### src/rtl/tgr_pkg.sv
// Shared types, constants and the 5x7 font for the text glyph rasterizer.
`default_nettype none

package tgr_pkg;

    localparam int COORD_BITS_DEF = 16;

    localparam int GLYPH_W      = 5;
    localparam int GLYPH_H      = 7;
    localparam int GLYPH_PIXELS = GLYPH_W * GLYPH_H;
    localparam int FONT_ADVANCE = 6;
    localparam int LINE_HEIGHT  = 8;

    localparam int ORIGIN_W = 16;
    localparam int COLOR_W  = 32;
    localparam int PIX_W    = 15;
    localparam int CFG_IDX_W  = 3;
    localparam int CFG_DATA_W = 32;

    localparam logic [7:0] CHAR_NUL     = 8'h00;
    localparam logic [7:0] CHAR_NEWLINE = 8'h0A;

    localparam logic [CFG_IDX_W-1:0] REG_ORIGIN_X       = 3'd0;
    localparam logic [CFG_IDX_W-1:0] REG_ORIGIN_Y       = 3'd1;
    localparam logic [CFG_IDX_W-1:0] REG_FORE_COLOR     = 3'd2;
    localparam logic [CFG_IDX_W-1:0] REG_BACK_COLOR     = 3'd3;
    localparam logic [CFG_IDX_W-1:0] REG_TRANSPARENT_BG = 3'd4;

    localparam logic [COLOR_W-1:0] FORE_COLOR_RESET = 32'hFFFF_FFFF;
    localparam logic [COLOR_W-1:0] BACK_COLOR_RESET = 32'h0000_0000;

    typedef logic [GLYPH_W-1:0] glyph_row_t;

    typedef struct packed {
        logic [GLYPH_PIXELS-1:0] emit;
        logic [GLYPH_PIXELS-1:0] lit;
        logic [PIX_W-1:0]        x;
        logic [PIX_W-1:0]        y;
    } glyph_load_t;

    localparam glyph_row_t DIGIT_FONT [0:9][0:6] = '{
        '{5'h0E, 5'h11, 5'h13, 5'h15, 5'h19, 5'h11, 5'h0E},
        '{5'h04, 5'h0C, 5'h04, 5'h04, 5'h04, 5'h04, 5'h0E},
        '{5'h0E, 5'h11, 5'h01, 5'h02, 5'h04, 5'h08, 5'h1F},
        '{5'h1E, 5'h01, 5'h01, 5'h0E, 5'h01, 5'h01, 5'h1E},
        '{5'h02, 5'h06, 5'h0A, 5'h12, 5'h1F, 5'h02, 5'h02},
        '{5'h1F, 5'h10, 5'h10, 5'h1E, 5'h01, 5'h01, 5'h1E},
        '{5'h06, 5'h08, 5'h10, 5'h1E, 5'h11, 5'h11, 5'h0E},
        '{5'h1F, 5'h01, 5'h02, 5'h04, 5'h08, 5'h08, 5'h08},
        '{5'h0E, 5'h11, 5'h11, 5'h0E, 5'h11, 5'h11, 5'h0E},
        '{5'h0E, 5'h11, 5'h11, 5'h0F, 5'h01, 5'h02, 5'h0C}
    };

    localparam glyph_row_t ALPHA_FONT [0:25][0:6] = '{
        '{5'h0E, 5'h11, 5'h11, 5'h1F, 5'h11, 5'h11, 5'h11},
        '{5'h1E, 5'h11, 5'h11, 5'h1E, 5'h11, 5'h11, 5'h1E},
        '{5'h0E, 5'h11, 5'h10, 5'h10, 5'h10, 5'h11, 5'h0E},
        '{5'h1E, 5'h11, 5'h11, 5'h11, 5'h11, 5'h11, 5'h1E},
        '{5'h1F, 5'h10, 5'h10, 5'h1E, 5'h10, 5'h10, 5'h1F},
        '{5'h1F, 5'h10, 5'h10, 5'h1E, 5'h10, 5'h10, 5'h10},
        '{5'h0E, 5'h11, 5'h10, 5'h17, 5'h11, 5'h11, 5'h0F},
        '{5'h11, 5'h11, 5'h11, 5'h1F, 5'h11, 5'h11, 5'h11},
        '{5'h0E, 5'h04, 5'h04, 5'h04, 5'h04, 5'h04, 5'h0E},
        '{5'h07, 5'h02, 5'h02, 5'h02, 5'h12, 5'h12, 5'h0C},
        '{5'h11, 5'h12, 5'h14, 5'h18, 5'h14, 5'h12, 5'h11},
        '{5'h10, 5'h10, 5'h10, 5'h10, 5'h10, 5'h10, 5'h1F},
        '{5'h11, 5'h1B, 5'h15, 5'h15, 5'h11, 5'h11, 5'h11},
        '{5'h11, 5'h19, 5'h15, 5'h13, 5'h11, 5'h11, 5'h11},
        '{5'h0E, 5'h11, 5'h11, 5'h11, 5'h11, 5'h11, 5'h0E},
        '{5'h1E, 5'h11, 5'h11, 5'h1E, 5'h10, 5'h10, 5'h10},
        '{5'h0E, 5'h11, 5'h11, 5'h11, 5'h15, 5'h12, 5'h0D},
        '{5'h1E, 5'h11, 5'h11, 5'h1E, 5'h14, 5'h12, 5'h11},
        '{5'h0F, 5'h10, 5'h10, 5'h0E, 5'h01, 5'h01, 5'h1E},
        '{5'h1F, 5'h04, 5'h04, 5'h04, 5'h04, 5'h04, 5'h04},
        '{5'h11, 5'h11, 5'h11, 5'h11, 5'h11, 5'h11, 5'h0E},
        '{5'h11, 5'h11, 5'h11, 5'h11, 5'h11, 5'h0A, 5'h04},
        '{5'h11, 5'h11, 5'h11, 5'h15, 5'h15, 5'h1B, 5'h11},
        '{5'h11, 5'h11, 5'h0A, 5'h04, 5'h0A, 5'h11, 5'h11},
        '{5'h11, 5'h11, 5'h0A, 5'h04, 5'h04, 5'h04, 5'h04},
        '{5'h1F, 5'h01, 5'h02, 5'h04, 5'h08, 5'h10, 5'h1F}
    };

    localparam glyph_row_t UNKNOWN_FONT [0:6] =
        '{5'h0E, 5'h11, 5'h01, 5'h02, 5'h04, 5'h00, 5'h04};

    function automatic glyph_row_t font_row(input logic [7:0] code, input logic [2:0] row);
        logic [7:0] up;
        logic [4:0] alpha_idx;
        logic [3:0] digit_idx;
        glyph_row_t bits;
        up = (code >= 8'h61 && code <= 8'h7A) ? code - 8'h20 : code;
        alpha_idx = 5'(up - 8'h41);
        digit_idx = 4'(up - 8'h30);
        bits = UNKNOWN_FONT[row];
        if (up >= 8'h41 && up <= 8'h5A)
        begin
            bits = ALPHA_FONT[alpha_idx][row];
        end
        else if (up >= 8'h30 && up <= 8'h39)
        begin
            bits = DIGIT_FONT[digit_idx][row];
        end
        else
        begin
            case (up)
                8'h20: bits = 5'h00;
                8'h2E: bits = (row == 3'd6) ? 5'h04 : 5'h00;
                8'h3A: bits = (row == 3'd2 || row == 3'd5) ? 5'h04 : 5'h00;
                8'h2D: bits = (row == 3'd3) ? 5'h1F : 5'h00;
                8'h5F: bits = (row == 3'd6) ? 5'h1F : 5'h00;
                8'h2F: bits = (row >= 3'd1 && row <= 3'd5) ?
                              (5'h01 << (row - 3'd1)) : 5'h00;
                default: bits = UNKNOWN_FONT[row];
            endcase
        end
        return bits;
    endfunction

endpackage

`default_nettype wire

### src/rtl/tgr_cursor.sv
// Cursor state, byte decode and per-glyph pixel mask build.
`default_nettype none

module tgr_cursor #(
    parameter int COORD_BITS = tgr_pkg::COORD_BITS_DEF
) (
    input  wire logic                                  clk,
    input  wire logic                                  rst_n,
    input  wire logic                                  accept,
    input  wire logic [7:0]                            char_code,
    input  wire logic                                  first_of_text,
    input  wire logic signed [tgr_pkg::ORIGIN_W-1:0]   origin_x,
    input  wire logic signed [tgr_pkg::ORIGIN_W-1:0]   origin_y,
    input  wire logic                                  transparent_bg,
    output logic                                       load_valid,
    output tgr_pkg::glyph_load_t                       load_data
);

    localparam int EXT_W = ((COORD_BITS > tgr_pkg::ORIGIN_W) ?
                            COORD_BITS : tgr_pkg::ORIGIN_W) + 1;

    typedef logic signed [EXT_W-1:0] ext_t;

    localparam ext_t CMAX = ext_t'((64'd1 << (COORD_BITS - 1)) - 64'd1);
    localparam ext_t CMIN = -CMAX - ext_t'(1);

    function automatic logic signed [COORD_BITS-1:0] sat_coord(input ext_t v);
        logic signed [COORD_BITS-1:0] r;
        if (v > CMAX)
        begin
            r = CMAX[COORD_BITS-1:0];
        end
        else if (v < CMIN)
        begin
            r = CMIN[COORD_BITS-1:0];
        end
        else
        begin
            r = v[COORD_BITS-1:0];
        end
        return r;
    endfunction

    logic signed [COORD_BITS-1:0] col_reg, col_next;
    logic signed [COORD_BITS-1:0] row_reg, row_next;
    logic signed [COORD_BITS-1:0] org_col, org_row;
    logic signed [COORD_BITS-1:0] base_col, base_row;
    ext_t                         col_ext, row_ext;
    ext_t                         px, py;
    logic [tgr_pkg::GLYPH_W-1:0]  x_ok;
    logic [tgr_pkg::GLYPH_H-1:0]  y_ok;
    tgr_pkg::glyph_row_t          row_bits;
    logic                         printable;
    logic                         on;

    assign org_col  = sat_coord(ext_t'(origin_x));
    assign org_row  = sat_coord(ext_t'(origin_y));
    assign base_col = first_of_text ? org_col : col_reg;
    assign base_row = first_of_text ? org_row : row_reg;
    assign col_ext  = ext_t'(base_col);
    assign row_ext  = ext_t'(base_row);
    assign printable = (char_code != tgr_pkg::CHAR_NUL) &&
                       (char_code != tgr_pkg::CHAR_NEWLINE);

    always_comb
    begin
        px = '0;
        py = '0;
        for (int c = 0; c < tgr_pkg::GLYPH_W; c++)
        begin
            px      = col_ext + ext_t'(c);
            x_ok[c] = !px[EXT_W-1] && (px <= CMAX);
        end
        for (int r = 0; r < tgr_pkg::GLYPH_H; r++)
        begin
            py      = row_ext + ext_t'(r);
            y_ok[r] = !py[EXT_W-1] && (py <= CMAX);
        end
    end

    always_comb
    begin
        load_data   = '0;
        row_bits    = '0;
        on          = 1'b0;
        load_data.x = col_ext[tgr_pkg::PIX_W-1:0];
        load_data.y = row_ext[tgr_pkg::PIX_W-1:0];
        for (int r = 0; r < tgr_pkg::GLYPH_H; r++)
        begin
            row_bits = tgr_pkg::font_row(char_code, 3'(r));
            for (int c = 0; c < tgr_pkg::GLYPH_W; c++)
            begin
                on = row_bits[tgr_pkg::GLYPH_W-1-c];
                load_data.lit[r*tgr_pkg::GLYPH_W + c]  = on;
                load_data.emit[r*tgr_pkg::GLYPH_W + c] =
                    (on || !transparent_bg) && x_ok[c] && y_ok[r];
            end
        end
    end

    assign load_valid = accept && printable && (|load_data.emit);

    always_comb
    begin
        col_next = col_reg;
        row_next = row_reg;
        if (accept)
        begin
            if (char_code == tgr_pkg::CHAR_NUL)
            begin
                col_next = base_col;
                row_next = base_row;
            end
            else if (char_code == tgr_pkg::CHAR_NEWLINE)
            begin
                col_next = org_col;
                row_next = sat_coord(row_ext + ext_t'(tgr_pkg::LINE_HEIGHT));
            end
            else
            begin
                col_next = sat_coord(col_ext + ext_t'(tgr_pkg::FONT_ADVANCE));
                row_next = base_row;
            end
        end
    end

    always_ff @(posedge clk or negedge rst_n)
    begin
        if (!rst_n)
        begin
            col_reg <= '0;
            row_reg <= '0;
        end
        else
        begin
            col_reg <= col_next;
            row_reg <= row_next;
        end
    end

endmodule

`default_nettype wire

### src/rtl/tgr_pixel_seq.sv
// Pixel sequencer: walks the glyph mask into the output register one pixel a cycle while not stalled.
`default_nettype none

module tgr_pixel_seq (
    input  wire logic                               clk,
    input  wire logic                               rst_n,
    input  wire logic                               load_valid,
    input  wire tgr_pkg::glyph_load_t               load_data,
    input  wire logic [tgr_pkg::COLOR_W-1:0]        fore_color,
    input  wire logic [tgr_pkg::COLOR_W-1:0]        back_color,
    input  wire logic                               out_stall,
    output logic                                    out_valid,
    output logic [tgr_pkg::PIX_W-1:0]               pixel_x,
    output logic [tgr_pkg::PIX_W-1:0]               pixel_y,
    output logic [tgr_pkg::COLOR_W-1:0]             pixel_color,
    output logic                                    last_pixel,
    output logic                                    seq_free,
    output logic                                    seq_busy
);

    localparam int N = tgr_pkg::GLYPH_PIXELS;

    logic [N-1:0]                   emit_reg, emit_next;
    logic [N-1:0]                   lit_reg;
    logic [tgr_pkg::PIX_W-1:0]      xb_reg, yb_reg;
    logic                           out_valid_reg, out_valid_next;
    logic [tgr_pkg::PIX_W-1:0]      x_reg, y_reg;
    logic [tgr_pkg::COLOR_W-1:0]    color_reg;
    logic                           last_reg;

    logic [N-1:0]                   pick;
    logic [N-1:0]                   remaining;
    logic [tgr_pkg::GLYPH_W-1:0]    col_hot;
    logic [tgr_pkg::GLYPH_H-1:0]    row_hot;
    logic [2:0]                     col_idx, row_idx;
    logic                           issue;
    logic                           pick_lit;

    assign seq_busy  = |emit_reg;
    assign issue     = seq_busy && (!out_valid_reg || !out_stall);
    assign pick      = emit_reg & (~emit_reg + N'(1));
    assign remaining = emit_reg & ~pick;
    assign pick_lit  = |(pick & lit_reg);
    assign seq_free  = !seq_busy || (issue && (remaining == '0));

    always_comb
    begin
        col_hot = '0;
        row_hot = '0;
        col_idx = '0;
        row_idx = '0;
        for (int r = 0; r < tgr_pkg::GLYPH_H; r++)
        begin
            row_hot[r] = |pick[r*tgr_pkg::GLYPH_W +: tgr_pkg::GLYPH_W];
            for (int c = 0; c < tgr_pkg::GLYPH_W; c++)
            begin
                col_hot[c] = col_hot[c] | pick[r*tgr_pkg::GLYPH_W + c];
            end
        end
        for (int c = 0; c < tgr_pkg::GLYPH_W; c++)
        begin
            if (col_hot[c])
            begin
                col_idx = col_idx | 3'(c);
            end
        end
        for (int r = 0; r < tgr_pkg::GLYPH_H; r++)
        begin
            if (row_hot[r])
            begin
                row_idx = row_idx | 3'(r);
            end
        end
    end

    always_comb
    begin
        emit_next = emit_reg;
        if (load_valid)
        begin
            emit_next = load_data.emit;
        end
        else if (issue)
        begin
            emit_next = remaining;
        end
    end

    always_comb
    begin
        out_valid_next = out_valid_reg;
        if (issue)
        begin
            out_valid_next = 1'b1;
        end
        else if (!out_stall)
        begin
            out_valid_next = 1'b0;
        end
    end

    always_ff @(posedge clk or negedge rst_n)
    begin
        if (!rst_n)
        begin
            emit_reg      <= '0;
            out_valid_reg <= 1'b0;
        end
        else
        begin
            emit_reg      <= emit_next;
            out_valid_reg <= out_valid_next;
        end
    end

    always_ff @(posedge clk)
    begin
        if (load_valid)
        begin
            lit_reg <= load_data.lit;
            xb_reg  <= load_data.x;
            yb_reg  <= load_data.y;
        end
        if (issue)
        begin
            x_reg     <= xb_reg + tgr_pkg::PIX_W'(col_idx);
            y_reg     <= yb_reg + tgr_pkg::PIX_W'(row_idx);
            color_reg <= pick_lit ? fore_color : back_color;
            last_reg  <= (remaining == '0);
        end
    end

    assign out_valid   = out_valid_reg;
    assign pixel_x     = x_reg;
    assign pixel_y     = y_reg;
    assign pixel_color = color_reg;
    assign last_pixel  = last_reg;

endmodule

`default_nettype wire

### src/rtl/text_glyph_rasterizer.sv
// Text glyph rasterizer top level: configuration registers, cursor and pixel sequencer.
//
//   channel | direction | handshake               | beat
//   --------+-----------+-------------------------+------------------------------------
//   input   | in        | in_valid / in_stall     | char_code, first_of_text
//   output  | out       | out_valid / out_stall   | pixel_x, pixel_y, pixel_color, last_pixel
//   config  | in        | cfg_we                  | cfg_index, cfg_data
//
// A printable byte writes one pixel beat per emitted pixel, up to 35; newline, zero and
// fully clipped bytes write none. The pixel sequencer issues one pixel a cycle unless
// out_stall holds it, and takes the next byte in the cycle its final pixel issues.
// Reset is asynchronous and clears the cursor, the pixel mask and the output valid.
// out_stall holds the output register and the sequencer; in_stall is high while pixels
// of the current glyph remain to be issued.
`default_nettype none

module text_glyph_rasterizer #(
    parameter int COORD_BITS = tgr_pkg::COORD_BITS_DEF
) (
    input  wire logic                                 clk,
    input  wire logic                                 rst_n,
    input  wire logic                                 in_valid,
    output logic                                      in_stall,
    input  wire logic [7:0]                           char_code,
    input  wire logic                                 first_of_text,
    output logic                                      out_valid,
    input  wire logic                                 out_stall,
    output logic [tgr_pkg::PIX_W-1:0]                 pixel_x,
    output logic [tgr_pkg::PIX_W-1:0]                 pixel_y,
    output logic [tgr_pkg::COLOR_W-1:0]               pixel_color,
    output logic                                      last_pixel,
    input  wire logic                                 cfg_we,
    input  wire logic [tgr_pkg::CFG_IDX_W-1:0]        cfg_index,
    input  wire logic [tgr_pkg::CFG_DATA_W-1:0]       cfg_data
);

    logic signed [tgr_pkg::ORIGIN_W-1:0] origin_x_reg;
    logic signed [tgr_pkg::ORIGIN_W-1:0] origin_y_reg;
    logic [tgr_pkg::COLOR_W-1:0]         fore_color_reg;
    logic [tgr_pkg::COLOR_W-1:0]         back_color_reg;
    logic                                transparent_bg_reg;

    logic                  accept;
    logic                  load_valid;
    tgr_pkg::glyph_load_t  load_data;
    logic                  seq_free;
    logic                  seq_busy;

    always_ff @(posedge clk or negedge rst_n)
    begin
        if (!rst_n)
        begin
            origin_x_reg       <= '0;
            origin_y_reg       <= '0;
            fore_color_reg     <= tgr_pkg::FORE_COLOR_RESET;
            back_color_reg     <= tgr_pkg::BACK_COLOR_RESET;
            transparent_bg_reg <= 1'b0;
        end
        else if (cfg_we)
        begin
            case (cfg_index)
                tgr_pkg::REG_ORIGIN_X:
                    origin_x_reg <= cfg_data[tgr_pkg::ORIGIN_W-1:0];
                tgr_pkg::REG_ORIGIN_Y:
                    origin_y_reg <= cfg_data[tgr_pkg::ORIGIN_W-1:0];
                tgr_pkg::REG_FORE_COLOR:
                    fore_color_reg <= cfg_data[tgr_pkg::COLOR_W-1:0];
                tgr_pkg::REG_BACK_COLOR:
                    back_color_reg <= cfg_data[tgr_pkg::COLOR_W-1:0];
                tgr_pkg::REG_TRANSPARENT_BG:
                    transparent_bg_reg <= cfg_data[0];
                default:
                    ;
            endcase
        end
    end

    assign in_stall = !seq_free;
    assign accept   = in_valid && seq_free;

    tgr_cursor #(
        .COORD_BITS (COORD_BITS)
    ) u_cursor (
        .clk            (clk),
        .rst_n          (rst_n),
        .accept         (accept),
        .char_code      (char_code),
        .first_of_text  (first_of_text),
        .origin_x       (origin_x_reg),
        .origin_y       (origin_y_reg),
        .transparent_bg (transparent_bg_reg),
        .load_valid     (load_valid),
        .load_data      (load_data)
    );

    tgr_pixel_seq u_pixel_seq (
        .clk         (clk),
        .rst_n       (rst_n),
        .load_valid  (load_valid),
        .load_data   (load_data),
        .fore_color  (fore_color_reg),
        .back_color  (back_color_reg),
        .out_stall   (out_stall),
        .out_valid   (out_valid),
        .pixel_x     (pixel_x),
        .pixel_y     (pixel_y),
        .pixel_color (pixel_color),
        .last_pixel  (last_pixel),
        .seq_free    (seq_free),
        .seq_busy    (seq_busy)
    );

    a_nonfinal_has_more: assert property (@(posedge clk) disable iff (!rst_n)
        (out_valid && !out_stall && !last_pixel) |-> seq_busy)
        else $error("non-final pixel beat with no pixels pending");

    a_pending_progress: assert property (@(posedge clk) disable iff (!rst_n)
        seq_busy |=> (seq_busy || out_valid))
        else $error("pending pixels vanished without an output beat");

    a_load_only_when_free: assert property (@(posedge clk) disable iff (!rst_n)
        load_valid |-> (in_valid && !in_stall))
        else $error("glyph loaded without an accepted input beat");

endmodule

`default_nettype wire

### config.mk
export PLATFORM = sky130hd
export DESIGN_NAME = text_glyph_rasterizer
export DESIGN_NICKNAME = d
export VERILOG_FILES = /design/src/rtl/tgr_pkg.sv /design/src/rtl/tgr_cursor.sv /design/src/rtl/tgr_pixel_seq.sv /design/src/rtl/text_glyph_rasterizer.sv
export SDC_FILE = /design/constraint.sdc
export NUM_CORES = 1
export LEC_CHECK = 0
export BUFFER_PORTS_ARGS = -buffer_cell sky130_fd_sc_hd__buf_2
export CORE_MARGIN = 3
export CORE_UTILIZATION = 45
export DETAILED_ROUTE_END_ITERATION = 10
export HOLD_SLACK_MARGIN = 0.08
export SYNTH_ARGS = -nofsm -noshare
export SYNTH_HDL_FRONTEND = slang
export SYNTH_SLANG_ARGS = --single-unit
### constraint.sdc
create_clock -name clk -period 14.7 [get_ports clk]
set_input_delay 2.94 -clock clk [delete_from_list [all_inputs] [get_ports clk]]
set_output_delay 2.94 -clock clk [all_outputs]
set_load 0.03 [all_outputs]
==> results.json <==
{
  "hold_ws_ps": 497,
  "fin_ws_ps": 5290,
  "nNetsFinal": 2210,
  "end_kind": "register",
  "synth_flop_cell": "dfrtp_1",
  "drv_slew": 0,
  "multiInputGateArea_um2": 10500,
  "period_needed_ps": 9410,
  "ff_latch_area_um2": 8010,
  "htreeDepth": 2,
  "postCtsSetupBuffers": 0,
  "overflow": 0,
  "cts_buffer_depth": 3,
  "hpwl_um": 50500,
  "critPathMaxStageDelay_ps": 850,
  "ys_warn_count": 0,
  "worst_path_max_delay_cell": "o22ai_1",
  "power_leakage_nw": 8.35,
  "post-place-cells": 2617,
  "vias_per_cell": 6.53,
  "ir_worst_vdd_uv": 191,
  "wire_per_inst_um": 25.4,
  "r2r_slack_ps": 8400,
  "power.density_nw_per_um2": 223,
  "routed_wl_um": 68100,
  "ys_ff_latch": 293,
  "setup_violations": 0,
  "numCtsBuffers": 35,
  "cts_hold_buf": 0,
  "hold_viol_final": 0,
  "r2r_start": "u_cursor.row_reg[3]$_DFFE_PN0P_",
  "fin_setup_tns_ps": 0,
  "postSynthAreaPerCell_um2": 9.36,
  "post-route-drc-count": 0,
  "grt_pass1_vias": 16347,
  "crit_chain": "buf_4 -> buf_4 -> nor2b_1 -> a21oi_1 -> inv_1 -> ha_1 -> and4_1 -> o22ai_1 -> nor3_1 -> a21oi_1 -> a31o_2 -> o21ai_1 -> a211o_1 -> o311ai_0 -> and4b_1 -> a31oi_4 -> buf_4",
  "antenna_found_initial": 0,
  "die_h_um": 213,
  "stdcell_count": 2681,
  "num_vias": 17516,
  "io_pins": 114,
  "tritoncts": "done",
  "yosys.cell_types.count": 92,
  "path_buf_inv": 4,
  "fin_crit_sh": 0.640,
  "clock-sinks": 293,
  "fp-row-count": 75,
  "clock-root-buffer": "clkbuf_16",
  "grt_first_pass_wirelength_um": 102000,
  "min_from": "u_cursor.col_reg[12]$_DFFE_PN0P_",
  "worstSetupPathType": "input port to register",
  "fin_skew_ps": 22.8,
  "initialDrtViolationCount": 2088,
  "cap_violations": 0,
  "ant_nets": 0,
  "diodes": 0,
  "power_mw": 4.78,
  "drt-pass1-iter-count": 6,
  "synth-async-reset-ratio": 0.563,
  "worst_pin_slew_ps": 1240,
  "rsz0062_at_grt": "no",
  "core_area_um2": 42100,
  "synth_area_um2": 19300,
  "dp_slack_ps": 4980,
  "num-fill-cells": 3934,
  "crit_arrival_ps": 9570,
  "crit_top_cell": "buf_4",
  "syn_inst": 2058,
  "drive_gt1_frac": 0.189,
  "critPathMaxFanout": 68,
  "grt_usage": 0.296,
  "gp_congestion": 1.06,
  "die_area_um2": 45300,
  "start_util": 0.457,
  "area_growth_pct": 11.2,
  "synth_edf_count": 128,
  "fmax_ghz": 0.106,
  "yosysSeqAreaShare": 0.416,
  "cp-start-kind": "input port",
  "synth_fp_nets": 2153,
  "grt_max_degree": 69,
  "status": "complete, no violations",
  "reg2reg_to": "u_pixel_seq.xb_reg[4]$_DFFE_PP_",
  "post_cts_resized": 0,
  "hold_end": "u_cursor.col_reg[12]$_DFFE_PN0P_",
  "die_x_um": 213,
  "whs_path_depth": 2,
  "path_clk_slew_ps": 60,
  "critical_path.top_delay_family": "compound AO/OA/AOI/OAI gates",
  "min_path_type": "register to register",
  "required_ps": 14860,
  "clk-insertion-delay-late_ps": 550,
  "reg2reg_depth": 15,
  "relSlewSlack": 0.167,
  "io_buffers": 113
}
-- stage by stage --
stage,area [um2],util
final,21400,0.508
after global placement,20300,0.481
after global routing,21400,0.508
after CTS,21400,0.508
after detailed placement,20300,0.481
after floorplan,19300,-
-- metal layers --
layer | vias to the layer above | track usage | routed length [um]
li1 | 7856 | - | -
met1 | 8453 | 0.452 | 30600
met2 | 1061 | 0.412 | 27800
met3 | 146 | 0.0704 | 7570
met4 | 0 | 0.0897 | 2150
met5 | - | 0 | 0
-- cell type report --
cell class	count	share of cell area
clock buffer	53	0.0479
clock inverter	11	0.00467
inverter	71	0.0124
timing repair buffer	143	0.0373
sequential	293	0.374
tap	539	0.0315
multi-input combinational	1571	0.492
-- report_power, final --
| group | leakage (nW) | total (mW) | internal, mW | switching, mW |
|---|---|---|---|---|
| sequential | 3.21 | 1.53 | 1.27 | 0.257 |
| combinational | 4.58 | 2.40 | 0.858 | 1.54 |
| clock | 0.551 | 0.845 | 0.503 | 0.342 |
-- worst max path at each step --
stage	from	to	slack, ps	depth (start not counted)
2_1_floorplan	first_of_text	u_pixel_seq.lit_reg[0]$_DFFE_PP_	4350	17
3_3_place_gp	char_code[0]	u_pixel_seq.xb_reg[14]$_DFFE_PP_	5140	16
3_5_place_dp	char_code[0]	u_pixel_seq.xb_reg[12]$_DFFE_PP_	4980	16
4_1_cts	char_code[0]	u_pixel_seq.xb_reg[8]$_DFFE_PP_	5520	16
5_1_grt	char_code[0]	u_pixel_seq.xb_reg[4]$_DFFE_PP_	4780	16
6_report	first_of_text	u_pixel_seq.xb_reg[4]$_DFFE_PP_	5290	17
-- worst reg2reg max path, stage by stage (launching register included) --
cell and delay (ps):
dfrtp_1 440, nor2b_1 180, a21oi_1 460, inv_1 230, ha_1 440, and4_1 340, o22ai_1 850, nor3_1 360
a21oi_1 230, a31o_2 110, o21ai_1 230, a211o_1 390, o311ai_0 100, and4b_1 260, a31oi_4 640, buf_4 640
-- cells in the final DEF, fill, tap and decap left out, types with 21 or more instances in the layout --
cell type	netlist	routed
ha_1	44	44
nand4_1	21	21
nand2_1	212	212
nand3b_1	23	23
edfxtp_1	128	128
clkbuf_16	0	37
inv_1	64	64
nor2_1	153	153
buf_4	1	31
dfstp_2	32	32
xnor2_1	50	50
a21oi_1	135	135
o211ai_1	21	21
nor3_1	48	48
mux2_2	139	139
mux2i_1	40	40
o21ai_0	165	165
buf_2	11	111
dfrtp_1	133	133
nand3_1	72	72
o2111ai_1	21	21
nor4_1	22	22
-- logic make-up after synthesis --
group                      after synthesis  synth area share
muxes                                  179             0.102
and+or+nand+nor                        690             0.180
adders and majority gates               49            0.0322
AOI/OAI and AO/OA                      592             0.202
xor gates and xnor gates                61            0.0277
DFF                                    293             0.416
buffers and inverters                  194            0.0400
-- synthesized netlist by cell type (20+ instances only) --
| library cell | instances | share of area |
|---|---|---|
| nand3b_1 | 23 | 0.0090 |
| nor4_1 | 22 | 0.0071 |
| nor2_1 | 153 | 0.030 |
| o21ai_0 | 165 | 0.043 |
| a31oi_1 | 20 | 0.0065 |
| o211ai_1 | 21 | 0.0082 |
| o22ai_1 | 20 | 0.0065 |
| nand3_1 | 72 | 0.019 |
| nand4_1 | 21 | 0.0068 |
| mux2_2 | 139 | 0.081 |
| clkbuf_1 | 91 | 0.018 |
| xnor2_1 | 50 | 0.023 |
| o2111ai_1 | 21 | 0.0096 |
| mux2i_1 | 40 | 0.021 |
| a21oi_1 | 135 | 0.035 |
| nand2b_1 | 20 | 0.0065 |
| inv_1 | 64 | 0.012 |
| edfxtp_1 | 128 | 0.20 |
| and3_1 | 20 | 0.0065 |
| dfrtp_1 | 133 | 0.17 |
| nor3_1 | 48 | 0.012 |
| nand2_1 | 212 | 0.041 |
| dfstp_2 | 32 | 0.044 |
| ha_1 | 44 | 0.029 |
No activity file was read; power rests on OpenSTA's default activity.
